**src/hw/rtl/keyword_substitution_cipher_unit_defines.svh**
```systemverilog
// assertion macros for the keyword substitution cipher unit
`ifndef KEYWORD_SUBSTITUTION_CIPHER_UNIT_DEFINES_SVH
`define KEYWORD_SUBSTITUTION_CIPHER_UNIT_DEFINES_SVH
`ifndef SYNTH
// same-cycle implication, checked outside reset
`define KSC_ASSERT_IMPL(label, ante, cons, msg) \
    label: assert property (@(posedge clk) disable iff (!rst_n) (ante) |-> (cons)) \
        else $error(msg);
// next-cycle implication, checked outside reset
`define KSC_ASSERT_NEXT(label, ante, cons, msg) \
    label: assert property (@(posedge clk) disable iff (!rst_n) (ante) |=> (cons)) \
        else $error(msg);
`else
`define KSC_ASSERT_IMPL(label, ante, cons, msg)
`define KSC_ASSERT_NEXT(label, ante, cons, msg)
`endif
`endif

```
**src/hw/rtl/ksc_pkg.sv**
```systemverilog
// shared types and constants for the keyword substitution cipher unit
package ksc_pkg;

    typedef logic [7:0] char_t;
    typedef logic [4:0] letter_t;
    typedef logic [2:0] cfg_idx_t;

    localparam int KEY_LEN   = 5;
    localparam int ALPHA_LEN = 26;

    localparam letter_t LETTER_MAX = 5'd25;

    localparam char_t CHAR_LO_A = 8'h61;
    localparam char_t CHAR_LO_Z = 8'h7a;
    localparam char_t CHAR_UP_A = 8'h41;
    localparam char_t CHAR_UP_Z = 8'h5a;
    localparam char_t CHAR_SPACE = 8'h20;
    localparam char_t CHAR_TAB   = 8'h09;
    localparam char_t CHAR_CR    = 8'h0d;
    localparam char_t CHAR_DEL   = 8'h7f;

    localparam logic ACT_ENCRYPT = 1'b0;
    localparam logic ACT_DECRYPT = 1'b1;

endpackage

```
**src/hw/rtl/keyword_substitution_cipher_unit.sv**
```systemverilog
// keyword substitution cipher unit, top level
// an accepted input transaction passes through stages 1, 2 and 3 and then the output register to char_out
// throughput: one transaction per cycle through four registered stages that hold on stall
// bytes other than letters and whitespace are dropped in stage 1 and give no output
// reset: async active-low clears all valid bits and loads key letters a, b, c, d, e
`include "keyword_substitution_cipher_unit_defines.svh"

module keyword_substitution_cipher_unit (
    input  logic              clk,
    input  logic              rst_n,
    // configuration write port
    input  logic              cfg_wr_en,
    input  ksc_pkg::cfg_idx_t cfg_index,
    input  ksc_pkg::letter_t  cfg_data,
    // input channel
    input  logic              in_valid,
    output logic              in_stall,
    input  logic              action,
    input  ksc_pkg::char_t    char_in,
    // output channel
    output logic              out_valid,
    input  logic              out_stall,
    output ksc_pkg::char_t    char_out
);

    import ksc_pkg::*;

    // key letters, saturated to 'z' on write
    letter_t key_reg [KEY_LEN];

    // stage 1: classify byte, letter position, non-key mask, key hits
    logic                 v1_reg;
    logic                 act1_reg;
    logic                 letter1_reg;
    logic                 upper1_reg;
    char_t                ch1_reg;
    letter_t              pos1_reg;
    logic [ALPHA_LEN-1:0] mask1_reg;
    logic [KEY_LEN-1:0]   hit1_reg;

    // stage 2: rank of each letter within the non-key list
    logic                 v2_reg;
    logic                 act2_reg;
    logic                 letter2_reg;
    logic                 upper2_reg;
    char_t                ch2_reg;
    letter_t              pos2_reg;
    logic [ALPHA_LEN-1:0] mask2_reg;
    logic [KEY_LEN-1:0]   hit2_reg;
    letter_t              rank2_reg [ALPHA_LEN];

    // stage 3: substituted letter index
    logic                 v3_reg;
    logic                 letter3_reg;
    logic                 upper3_reg;
    char_t                ch3_reg;
    letter_t              idx3_reg;

    // stage 4: output register
    logic                 out_valid_reg;
    char_t                char_out_reg;

    // per-stage advance: a stage loads when it is empty or its successor loads
    logic en1, en2, en3, en4;

    assign en4      = !out_valid_reg || !out_stall;
    assign en3      = !v3_reg || en4;
    assign en2      = !v2_reg || en3;
    assign en1      = !v1_reg || en2;
    assign in_stall = !en1;

    assign out_valid = out_valid_reg;
    assign char_out  = char_out_reg;

    // ---------------- configuration ----------------
    always_ff @(posedge clk or negedge rst_n)
    begin
        if (!rst_n)
        begin
            for (int i = 0; i < KEY_LEN; i++)
            begin
                key_reg[i] <= letter_t'(i);
            end
        end
        else if (cfg_wr_en && (cfg_index < cfg_idx_t'(KEY_LEN)))
        begin
            key_reg[cfg_index] <= (cfg_data > LETTER_MAX) ? LETTER_MAX : cfg_data;
        end
    end

    // ---------------- stage 1 ----------------
    logic                 lower_in;
    logic                 upper_in;
    logic                 space_in;
    logic                 keep_in;
    letter_t              pos1_next;
    logic [ALPHA_LEN-1:0] mask1_next;
    logic [KEY_LEN-1:0]   hit1_next;

    always_comb
    begin
        lower_in  = (char_in >= CHAR_LO_A) && (char_in <= CHAR_LO_Z);
        upper_in  = (char_in >= CHAR_UP_A) && (char_in <= CHAR_UP_Z);
        space_in  = (char_in == CHAR_SPACE) || ((char_in >= CHAR_TAB) && (char_in <= CHAR_CR));
        keep_in   = lower_in || upper_in || space_in;
        // 'a' and 'A' both sit at 1 in the low five bits
        pos1_next = char_in[4:0] - 5'd1;
        for (int c = 0; c < ALPHA_LEN; c++)
        begin
            mask1_next[c] = 1'b1;
            for (int i = 0; i < KEY_LEN; i++)
            begin
                if (key_reg[i] == letter_t'(c))
                begin
                    mask1_next[c] = 1'b0;
                end
            end
        end
        for (int i = 0; i < KEY_LEN; i++)
        begin
            hit1_next[i] = (key_reg[i] == pos1_next);
        end
    end

    always_ff @(posedge clk or negedge rst_n)
    begin
        if (!rst_n)
        begin
            v1_reg <= 1'b0;
        end
        else if (en1)
        begin
            v1_reg <= in_valid && keep_in;
        end
    end

    always_ff @(posedge clk)
    begin
        if (en1)
        begin
            act1_reg    <= action;
            letter1_reg <= lower_in || upper_in;
            upper1_reg  <= upper_in;
            ch1_reg     <= char_in;
            pos1_reg    <= pos1_next;
            mask1_reg   <= mask1_next;
            hit1_reg    <= hit1_next;
        end
    end

    // ---------------- stage 2 ----------------
    // rank of letter c = c minus the number of distinct key letters below c
    logic [KEY_LEN-1:0] uniq;
    logic [2:0]         below_cnt [ALPHA_LEN];
    letter_t            rank2_next [ALPHA_LEN];

    always_comb
    begin
        for (int i = 0; i < KEY_LEN; i++)
        begin
            uniq[i] = 1'b1;
            for (int j = 0; j < KEY_LEN; j++)
            begin
                if ((j < i) && (key_reg[j] == key_reg[i]))
                begin
                    uniq[i] = 1'b0;
                end
            end
        end
        for (int c = 0; c < ALPHA_LEN; c++)
        begin
            below_cnt[c] = 3'd0;
            for (int i = 0; i < KEY_LEN; i++)
            begin
                if (uniq[i] && (key_reg[i] < letter_t'(c)))
                begin
                    below_cnt[c] = below_cnt[c] + 3'd1;
                end
            end
            rank2_next[c] = letter_t'(c) - {2'b00, below_cnt[c]};
        end
    end

    always_ff @(posedge clk or negedge rst_n)
    begin
        if (!rst_n)
        begin
            v2_reg <= 1'b0;
        end
        else if (en2)
        begin
            v2_reg <= v1_reg;
        end
    end

    always_ff @(posedge clk)
    begin
        if (en2)
        begin
            act2_reg    <= act1_reg;
            letter2_reg <= letter1_reg;
            upper2_reg  <= upper1_reg;
            ch2_reg     <= ch1_reg;
            pos2_reg    <= pos1_reg;
            mask2_reg   <= mask1_reg;
            hit2_reg    <= hit1_reg;
            for (int c = 0; c < ALPHA_LEN; c++)
            begin
                rank2_reg[c] <= rank2_next[c];
            end
        end
    end

    // ---------------- stage 3 ----------------
    letter_t              enc_pos;
    logic [ALPHA_LEN-1:0] enc_sel;
    letter_t              enc_nk;
    logic [2:0]           dec_key;
    letter_t              dec_nk;
    letter_t              idx3_next;

    always_comb
    begin
        // encrypt beyond the key: pick the non-key letter whose rank matches
        enc_pos = pos2_reg - letter_t'(KEY_LEN);
        enc_nk  = '0;
        for (int c = 0; c < ALPHA_LEN; c++)
        begin
            enc_sel[c] = mask2_reg[c] && (rank2_reg[c] == enc_pos);
            if (enc_sel[c])
            begin
                enc_nk = enc_nk | letter_t'(c);
            end
        end
        // decrypt a key letter: first key slot that holds it
        dec_key = 3'd0;
        for (int i = KEY_LEN - 1; i >= 0; i--)
        begin
            if (hit2_reg[i])
            begin
                dec_key = 3'(i);
            end
        end
        // decrypt a non-key letter: its place after the key
        if (pos2_reg <= LETTER_MAX)
        begin
            dec_nk = rank2_reg[pos2_reg] + letter_t'(KEY_LEN);
        end
        else
        begin
            dec_nk = '0;
        end
        case (act2_reg)
            ACT_ENCRYPT:
            begin
                if (pos2_reg < letter_t'(KEY_LEN))
                begin
                    idx3_next = key_reg[pos2_reg[2:0]];
                end
                else
                begin
                    idx3_next = enc_nk;
                end
            end
            ACT_DECRYPT:
            begin
                if (|hit2_reg)
                begin
                    idx3_next = {2'b00, dec_key};
                end
                else
                begin
                    idx3_next = dec_nk;
                end
            end
            default:
            begin
                idx3_next = '0;
            end
        endcase
    end

    always_ff @(posedge clk or negedge rst_n)
    begin
        if (!rst_n)
        begin
            v3_reg <= 1'b0;
        end
        else if (en3)
        begin
            v3_reg <= v2_reg;
        end
    end

    always_ff @(posedge clk)
    begin
        if (en3)
        begin
            letter3_reg <= letter2_reg;
            upper3_reg  <= upper2_reg;
            ch3_reg     <= ch2_reg;
            idx3_reg    <= idx3_next;
        end
    end

    // ---------------- stage 4 ----------------
    char_t char_out_next;

    always_comb
    begin
        if (letter3_reg)
        begin
            char_out_next = (upper3_reg ? CHAR_UP_A : CHAR_LO_A) + {3'b000, idx3_reg};
        end
        else
        begin
            char_out_next = ch3_reg;
        end
    end

    always_ff @(posedge clk or negedge rst_n)
    begin
        if (!rst_n)
        begin
            out_valid_reg <= 1'b0;
        end
        else if (en4)
        begin
            out_valid_reg <= v3_reg;
        end
    end

    always_ff @(posedge clk)
    begin
        if (en4)
        begin
            char_out_reg <= char_out_next;
        end
    end

    // ---------------- assertions ----------------
    `KSC_ASSERT_NEXT(a_letter_enters, in_valid && !in_stall && (lower_in || upper_in), v1_reg, "accepted letter did not enter stage 1")
    `KSC_ASSERT_NEXT(a_stage3_holds, v3_reg && !en3, v3_reg, "stage 3 transaction lost while held")
    `KSC_ASSERT_IMPL(a_enc_sel_onehot, v2_reg && letter2_reg && (act2_reg == ACT_ENCRYPT) && (pos2_reg >= letter_t'(KEY_LEN)), $onehot(enc_sel), "non-key letter select not one-hot")
    `KSC_ASSERT_IMPL(a_key_range, 1'b1, (key_reg[0] <= LETTER_MAX) && (key_reg[1] <= LETTER_MAX) && (key_reg[2] <= LETTER_MAX) && (key_reg[3] <= LETTER_MAX) && (key_reg[4] <= LETTER_MAX), "key letter out of range")
    `KSC_ASSERT_IMPL(a_out_code, out_valid_reg, (char_out_reg == CHAR_SPACE) || ((char_out_reg >= CHAR_TAB) && (char_out_reg <= CHAR_CR)) || ((char_out_reg >= CHAR_UP_A) && (char_out_reg <= CHAR_DEL)), "output byte outside expected codes")

endmodule
```
**config.mk**
```make
export PLATFORM = sky130hd
export DESIGN_NAME = keyword_substitution_cipher_unit
export DESIGN_NICKNAME = d
export VERILOG_FILES = /design/src/hw/rtl/ksc_pkg.sv /design/src/hw/rtl/keyword_substitution_cipher_unit.sv
export VERILOG_INCLUDE_DIRS = /design/src /design/src/hw/rtl
export SDC_FILE = /design/constraint.sdc
export NUM_CORES = 1
export LEC_CHECK = 0
export BUFFER_PORTS_ARGS = -buffer_cell sky130_fd_sc_hd__buf_4
export CAP_MARGIN = 10
export CORE_MARGIN = 4
export CORE_UTILIZATION = 45
export DETAILED_ROUTE_END_ITERATION = 16
export PLACE_DENSITY_LB_ADDON = 0.1
export RECOVER_POWER = 50
export SLEW_MARGIN = 20
export SYNTH_ARGS = -nofsm -noshare
export SYNTH_HDL_FRONTEND = slang
export SYNTH_SLANG_ARGS = --single-unit
```
**constraint.sdc**
```tcl
create_clock -name clk -period 16.3 [get_ports clk]
set_clock_uncertainty 0.05 [all_clocks]
set_input_delay 4.075 -clock clk [delete_from_list [all_inputs] [get_ports clk]]
set_output_delay 4.075 -clock clk [all_outputs]
set_load 0.05 [all_outputs]
```
==> qor.csv <==
stage,metric,value,unit
run_status,run status,"finished, violations left",
run_status,failing checks,"max-capacitance violations, max-slew violations",
synth,Area contributors post-synth,"edfxtp_1 34%, ha_1 8.6%, xnor2_1 8.3%, xor2_1 5.8%, nand2_1 3.5%",
power,VDD IR max,0.0001184,V
power,pwr/cell area,226.0,nW/um^2
clock_tree,"Clk Latency, worst-skew pair",0.57,ns
die,Die ar.,45880,sq um
finish,Finished Core Util,49.14,%
power,Leak,0.008256,uW
die,Starting Density,45.61,%
finish,area grow syn2layout,7.730,%
synth,synthesized area per cell,10.01,sq um
timing,TNS Setup,0,ns
global_routing,Overflow after GRT,0,
finish,Nets,2047,
timing,Final Slew Violations,95,
synth,count of state elements after synthesis,251,
detailed_routing,DR vias,14520,
synth,"FFs w/ async S/R, synth",11.55,%
detailed_routing,DR vias/cell,5.909,
timing,final worst path period need,9.658,ns
die,I/O pin count,32,
finish,Multi-input gate area,10680,sq um
die,Core Region,41950,sq um
worst_setup_path,critical path class,input port to output port,
synth,cell taking the most area after synthesis,edfxtp_1,
placement,Placer Congestion,0.9761,
global_routing,first-pass GRT wire length,92220,microns
timing,fin crit share,59.25,%
detailed_routing,Routed Antenna Nets,0,
global_routing,Global Route Usage Sum,26.37,%
timing,Rel. slew slack,-84.33,%
clock_tree,Post-CTS Setup Bufs,0,
global_routing,initial antenna violation count,4,
worst_setup_path,reg2reg setup slack,10.55,ns
timing,RSZ-0062 raised after global routing,false,
worst_setup_path,required time worst endpoint,12.18,ns
finish,share of post-route cells with drive strength above 1,10.90,%
clock_tree,"Hold-fix buffers, CTS",0,
synth,Synthesized Nets,2064,
finish,Reg area,7350,sq um
timing,Fin. Hold Viols,0,
worst_setup_path,Worst Path Arrival,5.53,ns
clock_tree,CTS clock-pin slew for the worst setup and hold paths,0.06,ns
placement,post-DP HPWL,46630,microns
timing,WHS,0.3406,ns
clock_tree,Num CTS Buffers,29,
worst_setup_path,CP Capture Type,output port,
global_routing,number of global-route vias before repair,13950,
synth,dominant synthesized flop cell,edfxtp_1,
run,MaxCap Viol Count,3,
clock_tree,post-CTS sizing,0,
synth,post-synthesis sequential area ratio,38.41,%
detailed_routing,Routed WL per cell,25.27,microns
worst_setup_path,CP max FO,157,
timing,worst setup margin,6.642,ns
finish,Fillers,3857,
worst_hold_path,hold crit path type,flip-flop to flip-flop,
detailed_routing,drt total wl,62080,microns
synth,share of the synthesized area in the top cell type,34.06,%
clock_tree,Clock Path Buffers,3,
timing,Fmax,0.1035,GHz
detailed_routing,drt drc,0,
clock_tree,# H-tree levels,1,
finish,Largest register FFs,102,
placement,DP Worst Slack,6.570,ns
die,chip height,214.2,microns
timing,final setup fails,0,
clock_tree,CTS tree,built,
clock_tree,clock root cell,clkbuf_16,
synth,"Warnings, synthesis",0,
worst_setup_path,critical path launch point type,input port,
synth,Post-Syn Area,19130,sq um
global_routing,largest net degree at the start of global routing,158,
detailed_routing,1st-pass router iterations,6,
clock_tree,Sink Count,251,
timing,Worst Tran Pin Value,2.765,ns
synth,Mapped Cells,1911,
synth,number of synthesized flops with an enable pin,217,
die,die width,214.2,microns
detailed_routing,initial drt markers,1416,
synth,Synth cell types,89,
die,row count,75,
placement,PortBufs,31,
-- final timing paths --
path,from,to,cells past startpoint
setup reg to reg,pos2_reg[0],idx3_reg[4],12
min in group asynchronous,rst_n,out_valid,1
hold reg to reg,mask1_reg[4],mask2_reg[4],0
setup / recovery,out_stall,in_stall,7
max in group asynchronous,rst_n,key_reg[19],1
hold / removal,mask1_reg[4],mask2_reg[4],0
-- power breakdown --
group          total, uW  switching [uW]  internal [uW]
Combinational       2740            1650           1080
Clock                651             258            393
Sequential          1270             173           1100
Total               4660            2090           2570
-- synth_stat cells (all sizes together), types with 24 or more instances --
library cell,n
edfxtp,217
mux2,52
nand2b,26
mux2i,50
nor2,108
ha,131
nand3,86
o21ai,61
clkbuf,41
xnor2,186
dfrtp,24
o22ai,38
nand2,179
a21oi,41
mux4,25
xor2,130
nor3,62
nand4,27
buf,74
inv,131
-- kinds of logic after synthesis --
family	synth area share (%)
muxes	8.659
AOI/OAI and AO/OA	8.136
DFF	38.41
buffers and inverters	5.565
and+or+nand+nor	15.85
adders and majority gates	8.567
xor gates and xnor gates	14.82
-- through the flow --
| stage | total power (uW) | instance area [sq um] | instances |
|---|---|---|---|
| after global routing | 5031 | 20610 | 2456 |
| after floorplan | 3150 | 19130 | 1911 |
| after CTS | 4670 | 20720 | 2456 |
| final | 4659 | 20610 | 2457 |
| after detailed placement | 3999 | 19760 | 2402 |
| after global placement | 3922 | 19760 | 2402 |
-- worst max-delay path: stages --
cell,delay [ns]
clkbuf_1,0.09
nand4_1,0.12
buf_12,0.59
inv_1,0.22
nand2_2,0.14
inv_1,0.06
buf_4,0.18
-- layer usage --
metal  GRT usage [%]  up-vias  wire [microns]
li1                -     6724               -
met1           39.09     7066           28390
met2           40.29      597           26900
met3           3.288      129            4379
met4           8.558        2            2391
met5               0        -              13
-- layout by cell type, fill, tap and decap left out, drive strengths merged, types with 9 or more instances in the layout --
master,count
nand4,27
a21oi,41
ha,131
nand2b,26
xnor2,186
clkbuf,59
nor3,62
nand3b,11
mux2i,50
or3,18
inv,132
nor3b,9
or2,15
edfxtp,217
a31oi,18
nand2,179
mux2,52
dfrtp,24
buf,48
clkinv,10
o32ai,9
xor2,130
o21ai,61
nand3,86
nor2,108
mux4,25
and3,17
nor4,12
o22ai,38
-- final cells by class --
type                       count  share of cell area (%)
sequential                   251                   35.66
clock buffer                  40                   3.916
clock inverter                14                  0.7527
inverter                     132                   2.404
timing repair buffer          67                   2.191
tap                          539                   3.272
antenna                        1                 0.01214
multi-input combinational   1413                   51.79
Power figures use the tool's default switching activity.
